==> src/rtl/dwpsf_pkg.sv <==
`timescale 1ns / 1ps

package dwpsf_pkg;

	localparam int TS_W       = 32;
	localparam int SPEED_W    = 17;
	localparam int ALPHA_W    = 17;
	localparam int ALPHA_FRAC = 16;
	localparam int CFG_IDX_W  = 8;
	localparam int CFG_DATA_W = 32;

	localparam int DEF_WINDOW_COUNT_BITS = 16;
	localparam int DEF_FILTER_FRAC_BITS  = 16;

	localparam logic [ALPHA_W-1:0] ALPHA_ONE       = ALPHA_W'(1 << ALPHA_FRAC);
	localparam logic [TS_W-1:0]    DEBOUNCE_RESET  = TS_W'(36000);
	localparam logic [ALPHA_W-1:0] ALPHA_RESET     = ALPHA_W'(13107);

	localparam logic [CFG_IDX_W-1:0] REG_DEBOUNCE = CFG_IDX_W'(0);
	localparam logic [CFG_IDX_W-1:0] REG_ALPHA    = CFG_IDX_W'(1);

	typedef struct packed {
		logic step;
		logic rd;
		logic clr;
	} dwpsf_ctrl_t;

endpackage

==> src/rtl/dwpsf_wheel.sv <==
`timescale 1ns / 1ps

module dwpsf_wheel import dwpsf_pkg::*; #(
	parameter int WINDOW_COUNT_BITS = DEF_WINDOW_COUNT_BITS
) (
	input  logic                         clk,
	input  logic                         arst_n,
	input  dwpsf_ctrl_t                  ctrl,
	input  logic                         edge_in,
	input  logic [TS_W-1:0]              now,
	input  logic [TS_W-1:0]              window,
	output logic [WINDOW_COUNT_BITS-1:0] win_count,
	output logic [TS_W-1:0]              total
);

	localparam logic [WINDOW_COUNT_BITS-1:0] WIN_MAX = '1;

	logic [TS_W-1:0]              last_q;
	logic [WINDOW_COUNT_BITS-1:0] win_q;
	logic [TS_W-1:0]              total_q;
	logic [TS_W-1:0]              gap;
	logic                         hit;
	logic [WINDOW_COUNT_BITS-1:0] win_base;
	logic [WINDOW_COUNT_BITS-1:0] win_next;
	logic [TS_W-1:0]              total_next;

	// wrapping gap since the last counted edge
	assign gap = now - last_q;
	assign hit = edge_in && (gap > window);

	// a read empties the window before this item's edge lands
	assign win_base   = ctrl.rd ? '0 : win_q;
	assign win_next   = (hit && (win_base != WIN_MAX)) ? win_base + 1'b1 : win_base;
	assign total_next = ctrl.clr ? '0 : total_q + TS_W'(hit);

	always_ff @(posedge clk or negedge arst_n) begin
		if (!arst_n) begin
			last_q  <= '0;
			win_q   <= '0;
			total_q <= '0;
		end else if (ctrl.step) begin
			win_q   <= win_next;
			total_q <= total_next;
			if (hit) begin
				last_q <= now;
			end
		end
	end

	assign win_count = win_q;
	assign total     = total_q;

endmodule

==> src/rtl/dwpsf_iir.sv <==
`timescale 1ns / 1ps

module dwpsf_iir import dwpsf_pkg::*; #(
	parameter int WINDOW_COUNT_BITS = DEF_WINDOW_COUNT_BITS,
	parameter int FILTER_FRAC_BITS  = DEF_FILTER_FRAC_BITS
) (
	input  logic                         clk,
	input  logic                         arst_n,
	input  dwpsf_ctrl_t                  ctrl,
	input  logic [ALPHA_W-1:0]           alpha,
	input  logic [WINDOW_COUNT_BITS-1:0] left_count,
	input  logic [WINDOW_COUNT_BITS-1:0] right_count,
	output logic [SPEED_W-1:0]           speed
);

	localparam int X_W   = WINDOW_COUNT_BITS + 1;
	localparam int FV_W  = X_W + FILTER_FRAC_BITS;
	localparam int P1_W  = ALPHA_W + X_W;
	localparam int P2_W  = ALPHA_W + FV_W;
	localparam int ACC_W = P2_W + 1;
	localparam logic [ACC_W-1:0] ACC_HALF = ACC_W'(1) << (ALPHA_FRAC - 1);
	localparam logic [FV_W:0]    OUT_HALF = (FV_W + 1)'(1) << (FILTER_FRAC_BITS - 1);

	logic [FV_W-1:0]    fv_q;
	logic [X_W-1:0]     x;
	logic [ALPHA_W-1:0] beta;
	logic [P1_W-1:0]    p1;
	logic [P2_W-1:0]    p2;
	logic [ACC_W-1:0]   acc;
	logic [FV_W-1:0]    fv_next;
	logic [FV_W:0]      rsum;

	assign x    = {1'b0, left_count} + {1'b0, right_count};
	assign beta = ALPHA_ONE - alpha;

	// alpha*(x << frac) taken as (alpha*x) << frac
	assign p1  = P1_W'(alpha) * P1_W'(x);
	assign p2  = P2_W'(beta) * P2_W'(fv_q);
	assign acc = (ACC_W'(p1) << FILTER_FRAC_BITS) + ACC_W'(p2) + ACC_HALF;

	assign fv_next = FV_W'(acc >> ALPHA_FRAC);

	always_ff @(posedge clk or negedge arst_n) begin
		if (!arst_n) begin
			fv_q <= '0;
		end else if (ctrl.step && ctrl.rd) begin
			fv_q <= fv_next;
		end
	end

	// round half up to a whole count
	assign rsum  = {1'b0, fv_q} + OUT_HALF;
	assign speed = SPEED_W'(rsum >> FILTER_FRAC_BITS);

endmodule

==> src/rtl/debounced_wheel_pulse_speed_filter.sv <==
`timescale 1ns / 1ps
// channel | handshake            | payload
// in      | in_valid / in_ready  | timestamp, left_edge, right_edge, read_strobe, clear_totals
// out     | out_valid/ out_ready | speed_valid, filtered_speed, left_total, right_total
// cfg     | cfg_valid/ cfg_ready | cfg_index, cfg_data (always ready)
//
// one item per cycle while the result is not stalled: an item is held in the
// input register, then the debounce compare, counters and the filter
// multiply-add update the state and the result register together.
// reset clears all counters, the filter and the result register, and loads
// the register defaults. a stalled result holds the input register; a new
// item is still taken in the cycle the result leaves.

module debounced_wheel_pulse_speed_filter import dwpsf_pkg::*; #(
	parameter int WINDOW_COUNT_BITS = DEF_WINDOW_COUNT_BITS,
	parameter int FILTER_FRAC_BITS  = DEF_FILTER_FRAC_BITS
) (
	input  logic                  clk,
	input  logic                  arst_n,

	input  logic                  in_valid,
	output logic                  in_ready,
	input  logic [TS_W-1:0]       timestamp,
	input  logic                  left_edge,
	input  logic                  right_edge,
	input  logic                  read_strobe,
	input  logic                  clear_totals,

	output logic                  out_valid,
	input  logic                  out_ready,
	output logic                  speed_valid,
	output logic [SPEED_W-1:0]    filtered_speed,
	output logic [TS_W-1:0]       left_total,
	output logic [TS_W-1:0]       right_total,

	input  logic                  cfg_valid,
	output logic                  cfg_ready,
	input  logic [CFG_IDX_W-1:0]  cfg_index,
	input  logic [CFG_DATA_W-1:0] cfg_data
);

	logic [TS_W-1:0]    window_q;
	logic [ALPHA_W-1:0] alpha_q;

	logic               v_s1;
	logic [TS_W-1:0]    ts_s1;
	logic               le_s1;
	logic               re_s1;
	logic               rd_s1;
	logic               clr_s1;

	logic               out_v_q;
	logic               spd_v_q;
	logic               advance;
	dwpsf_ctrl_t        ctrl;

	logic [WINDOW_COUNT_BITS-1:0] left_win;
	logic [WINDOW_COUNT_BITS-1:0] right_win;
	logic [ALPHA_W-1:0]           alpha_wr;

	assign cfg_ready = 1'b1;
	// alpha above one is held at one
	assign alpha_wr  = (cfg_data[ALPHA_W-1:0] > ALPHA_ONE) ? ALPHA_ONE : cfg_data[ALPHA_W-1:0];

	always_ff @(posedge clk or negedge arst_n) begin
		if (!arst_n) begin
			window_q <= DEBOUNCE_RESET;
			alpha_q  <= ALPHA_RESET;
		end else if (cfg_valid) begin
			unique case (cfg_index)
				REG_DEBOUNCE: window_q <= cfg_data[TS_W-1:0];
				REG_ALPHA:    alpha_q  <= alpha_wr;
				default: ;
			endcase
		end
	end

	assign advance  = v_s1 && (!out_v_q || out_ready);
	assign in_ready = !v_s1 || advance;

	always_ff @(posedge clk or negedge arst_n) begin
		if (!arst_n) begin
			v_s1 <= 1'b0;
		end else if (in_ready) begin
			v_s1 <= in_valid;
		end
	end

	always_ff @(posedge clk) begin
		if (in_valid && in_ready) begin
			ts_s1  <= timestamp;
			le_s1  <= left_edge;
			re_s1  <= right_edge;
			rd_s1  <= read_strobe;
			clr_s1 <= clear_totals;
		end
	end

	always_ff @(posedge clk or negedge arst_n) begin
		if (!arst_n) begin
			out_v_q <= 1'b0;
			spd_v_q <= 1'b0;
		end else if (advance) begin
			out_v_q <= 1'b1;
			spd_v_q <= rd_s1;
		end else if (out_ready) begin
			out_v_q <= 1'b0;
		end
	end

	assign ctrl.step = advance;
	assign ctrl.rd   = rd_s1;
	assign ctrl.clr  = clr_s1;

	dwpsf_wheel #(
		.WINDOW_COUNT_BITS(WINDOW_COUNT_BITS)
	) u_left (
		.clk       (clk),
		.arst_n    (arst_n),
		.ctrl      (ctrl),
		.edge_in   (le_s1),
		.now       (ts_s1),
		.window    (window_q),
		.win_count (left_win),
		.total     (left_total)
	);

	dwpsf_wheel #(
		.WINDOW_COUNT_BITS(WINDOW_COUNT_BITS)
	) u_right (
		.clk       (clk),
		.arst_n    (arst_n),
		.ctrl      (ctrl),
		.edge_in   (re_s1),
		.now       (ts_s1),
		.window    (window_q),
		.win_count (right_win),
		.total     (right_total)
	);

	dwpsf_iir #(
		.WINDOW_COUNT_BITS(WINDOW_COUNT_BITS),
		.FILTER_FRAC_BITS (FILTER_FRAC_BITS)
	) u_iir (
		.clk         (clk),
		.arst_n      (arst_n),
		.ctrl        (ctrl),
		.alpha       (alpha_q),
		.left_count  (left_win),
		.right_count (right_win),
		.speed       (filtered_speed)
	);

	assign out_valid   = out_v_q;
	assign speed_valid = spd_v_q;

endmodule
==> config.mk <==
export PLATFORM = sky130hd
export DESIGN_NAME = debounced_wheel_pulse_speed_filter
export DESIGN_NICKNAME = d
export VERILOG_FILES = /design/src/rtl/dwpsf_pkg.sv /design/src/rtl/dwpsf_wheel.sv /design/src/rtl/dwpsf_iir.sv /design/src/rtl/debounced_wheel_pulse_speed_filter.sv
export SDC_FILE = /design/constraint.sdc
export NUM_CORES = 2
export LEC_CHECK = 0
export BUFFER_PORTS_ARGS = -buffer_cell sky130_fd_sc_hd__buf_2
export CAP_MARGIN = 20
export CORE_ASPECT_RATIO = 1.4
export CORE_UTILIZATION = 35
export DETAILED_ROUTE_END_ITERATION = 10
export GPL_ROUTABILITY_DRIVEN = 0
export SETUP_SLACK_MARGIN = 0.5
export SLEW_MARGIN = 20
export SYNTH_ARGS = -nofsm -noshare
export SYNTH_HDL_FRONTEND = slang
export SYNTH_HIERARCHICAL = 1
export SYNTH_SLANG_ARGS = --single-unit
==> constraint.sdc <==
create_clock -name clk -period 13.3 [get_ports clk]
set_clock_uncertainty 0.2 [all_clocks]
set_input_delay 0.665 -clock clk [delete_from_list [all_inputs] [get_ports clk]]
set_output_delay 0.665 -clock clk [all_outputs]
set_load 0.005 [all_outputs]
==> flow_summary_export.csv <==
group,metric,value,unit
sta,setup_tns,0,ns
die,die_w,307,µm
sta,whs,0.0626,ns
clock_network,cts_sinks,281,
route,vias,34123,
grt,grt_start_max_net_pins,78,
route,drtIter0Drc,1424,
clock_network,htreeDepth,2,
clock_network,clk_latency,0.59,ns
clock_network,cts_tree,"built",
setup_path,start_kind,"flop",
clock_network,clk_path_buf_depth,3,
sta,fin_ws,1.23,ns
finish,stdcell_count,6854,
finish,fin_nets,6267,
setup_path,critical_path.most_common_cell,"fa_1",
placed_design,io_buffers,164,
yosys,synth_edf_count,36,
power,power.density,223,mW/mm²
sta,setup_viol,0,
route,wl_per_cell,17.9,µm
finish,antenna_cells,0,
grt,grt_overflow_total,0,
yosys,ys_warn_count,6,
worst_hold_path,min_path_cells,1,
die,start_util,0.353,
sta,period_share,0.908,
run,drv_cap,0,
yosys,ys_ff_latch,281,
clock_network,clockRootBuffer,"clkbuf_16",
route,route.detailed.drc,0,
sta,slew_headroom,0.252,
status,status,"completed",
clock_network,numCtsBuffers,35,
die,die_y,429,µm
grt,antenna_found_initial,1,
grt,grt_pass1_wl,198,mm
setup_path,cp_max_fo,17,
yosys,ys_types,111,
sta,tightest_slew,1.12,ns
yosys,avgSynthCellArea,9.06,µm²
yosys,synth_cells,5034,
route,via_per_inst,4.98,
yosys,postSynth.asyncResetShare,0.872,
yosys,yosys_most_used_dff,"dfrtp_1",
sta,maxSlewViolCount,0,
setup_path,arrival,12.31,ns
grt,globalRouteTotalUtil,0.191,
yosys,synth_area,0.0456,mm²
yosys,synth_nets,6211,
die,fp.dieArea,0.132,mm²
finish,syn_to_final_growth,8.78,%
setup_path,cp_slowest_stage_delay,0.56,ns
grt,grt_pass1_vias,36866,
sta,max_freq,82.8,MHz
route,final_antenna_net_count,0,
worst_hold_path,hp-class,"input port to flop",
sta,rsz0062_at_grt,"yes",
setup_path,path_class,"flop to flop",
route,wl,123,mm
power,p_leak,24.4,nW
yosys,seq_area_frac_synth,0.158,
die,rows,156,
power,vdd_drop_max,276,µV
clock_network,clkTransAtPathRegs,0.06,ns
route,drtPass1Iterations,5,
finish,final_util,0.384,
die,ioPinCount,166,
sta,layout_min_cycle_time,12.07,ns
placed_design,place_hpwl,96.9,mm
setup_path,r2r_cells,45,
clock_network,cts_setup_buffers,0,
finish,layout-drive-gt1-share,0.0938,
sta,hold_viol,0,
setup_path,worstPathRequired,13.54,ns
placed_design,placed_cells,6790,
die,core,0.129,mm²
setup_path,critPathCaptureType,"flop",
placed_design,place_ws,1.01,ns
setup_path,crit_slowest_cell,"fa_1",
-- flip-flops by register name (all words and copies together), names as in the netlist --
| name | count |
|---|---|
| u_left/total | 32 |
| le_s1 | 1 |
| speed_valid | 1 |
| u_left/last_q | 32 |
| u_right/last_q | 32 |
| u_right/win_count | 16 |
| u_right/total | 32 |
| out_valid | 1 |
| alpha_q | 17 |
| rd_s1 | 1 |
| u_left/win_count | 16 |
| v_s1 | 1 |
| clr_s1 | 1 |
| re_s1 | 1 |
| window_q | 32 |
| u_iir/fv_q | 33 |
| ts_s1 | 32 |
-- metrics by stage --
| step | power (W) | instance area (µm²) |
|---|---|---|
| final | 0.0111 | 49600 |
| after global routing | 0.0123 | 49600 |
| after CTS | 0.0111 | 49600 |
| after detailed placement | 0.0101 | 48400 |
| after global placement | 0.00992 | 48400 |
| after floorplan | 0.00769 | 45600 |
-- power breakdown --
part	total (W)	internal, W	switching, W	leakage (nW)
Sequential	0.00138	0.00106	0.000319	3.50
Combinational	0.00868	0.00352	0.00516	20.4
Clock	0.000992	0.000577	0.000415	0.575
-- critical path, delay by kind of cell, from the launching register on --
| kind | cells | cell delay [ns] |
|---|---|---|
| AO/OA/AOI/OAI | 16 | 2.89 |
| buffers and inverters | 7 | 0.52 |
| XOR/XNOR | 3 | 0.45 |
| flip-flops | 1 | 0.46 |
| AND/OR/NAND/NOR | 5 | 1.15 |
| adder cells (fa/ha/maj) | 14 | 6.25 |
-- what timing repair did --
item                       CTS  global route
hold endpoints to repair    74             0
setup endpoints to repair    0             4
gates resized for setup      0            10
hold buffers                 1             0
-- final timing paths --
check	from	endpoint	slack, ns
max in group asynchronous	arst_n	window_q[9]$_DFFE_PN0P_	11.06
min in group asynchronous	arst_n	u_right/total[21]$_DFFE_PN0P_	0.48
worst min register to register	u_iir/fv_q[20]$_DFFE_PN0P_	u_iir/fv_q[20]$_DFFE_PN0P_	0.28
worst min-delay path	timestamp[10]	ts_s1[10]$_DFFE_PP_	0.06
worst max register to register	u_left/win_count[2]$_DFFE_PN0P_	u_iir/fv_q[29]$_DFFE_PN0P_	1.23
worst max-delay path	u_left/win_count[2]$_DFFE_PN0P_	u_iir/fv_q[29]$_DFFE_PN0P_	1.23
-- metal layers --
layer	global-route usage	up-vias	wire length, µm
met5	0	-	0
met1	0.206	17311	44800
li1	-	15720	-
met4	0.0881	0	6390
met2	0.366	812	66500
met3	0.0221	280	5060
-- Yosys cell counts, types with 11 or more instances --
| master | instances | area (µm²) |
|---|---|---|
| ha_1 | 375 | 4690 |
| xor2_1 | 104 | 911 |
| dfrtp_1 | 232 | 5810 |
| o21a_1 | 21 | 158 |
| a211oi_1 | 13 | 97.6 |
| o21bai_1 | 14 | 105 |
| dfstp_2 | 13 | 342 |
| and4_1 | 21 | 184 |
| xnor2_1 | 116 | 1020 |
| a21o_1 | 74 | 556 |
| buf_2 | 11 | 55.1 |
| inv_1 | 1051 | 3950 |
| o31ai_1 | 11 | 82.6 |
| a21oi_1 | 132 | 661 |
| nand2b_1 | 34 | 213 |
| or3_1 | 20 | 125 |
| a22o_1 | 12 | 105 |
| and2_1 | 352 | 2200 |
| nor2_1 | 166 | 623 |
| a31oi_1 | 19 | 119 |
| nand4_1 | 52 | 325 |
| nand3_1 | 67 | 335 |
| nor2b_1 | 32 | 200 |
| fa_1 | 721 | 14400 |
| edfxtp_1 | 36 | 1080 |
| mux2_2 | 95 | 1070 |
| clkbuf_1 | 182 | 683 |
| nand2_1 | 656 | 2460 |
| nor3_1 | 34 | 170 |
| o21ai_0 | 107 | 536 |
| and3_1 | 39 | 244 |
| nor4_1 | 12 | 75.1 |
-- placed cells by master, fill, tap and decap left out, drive strengths merged, types with 13 or more instances in the layout --
cell / n
fa: 721
o21ai: 113
and3: 43
a21o: 76
nor4: 13
nand4: 53
xor2: 105
nor2: 170
mux2: 101
or3: 20
edfxtp: 36
nor2b: 32
buf: 228
nor3: 36
inv: 1054
nand2b: 34
xnor2: 117
o21bai: 15
nand3: 67
a211oi: 14
o21a: 21
a31oi: 19
clkbuf: 48
ha: 375
and4: 22
nand2: 658
dfstp: 13
a21oi: 137
dfrtp: 232
and2: 353
-- logic make-up after synthesis --
family	Yosys count	share of synthesized area
AO/OA/AOI/OAI	518	0.0781
buffers and inverters	1261	0.105
other	1	0.0000822
flip-flops	281	0.158
AND/OR/NAND/NOR	1545	0.169
multiplexers	110	0.0270
adder cells (fa/ha/maj)	1096	0.419
XOR/XNOR	222	0.0430
-- layout make-up --
cell class	instances	area (µm²)
sequential	281	7230
inverter	1051	3950
timing repair buffer	229	1320
clock inverter	15	220
tap	1738	2170
fill	13115	79600
multi-input combinational	3492	33800
clock buffer	48	965
Note: power is estimated with default switching activity, not from simulation.
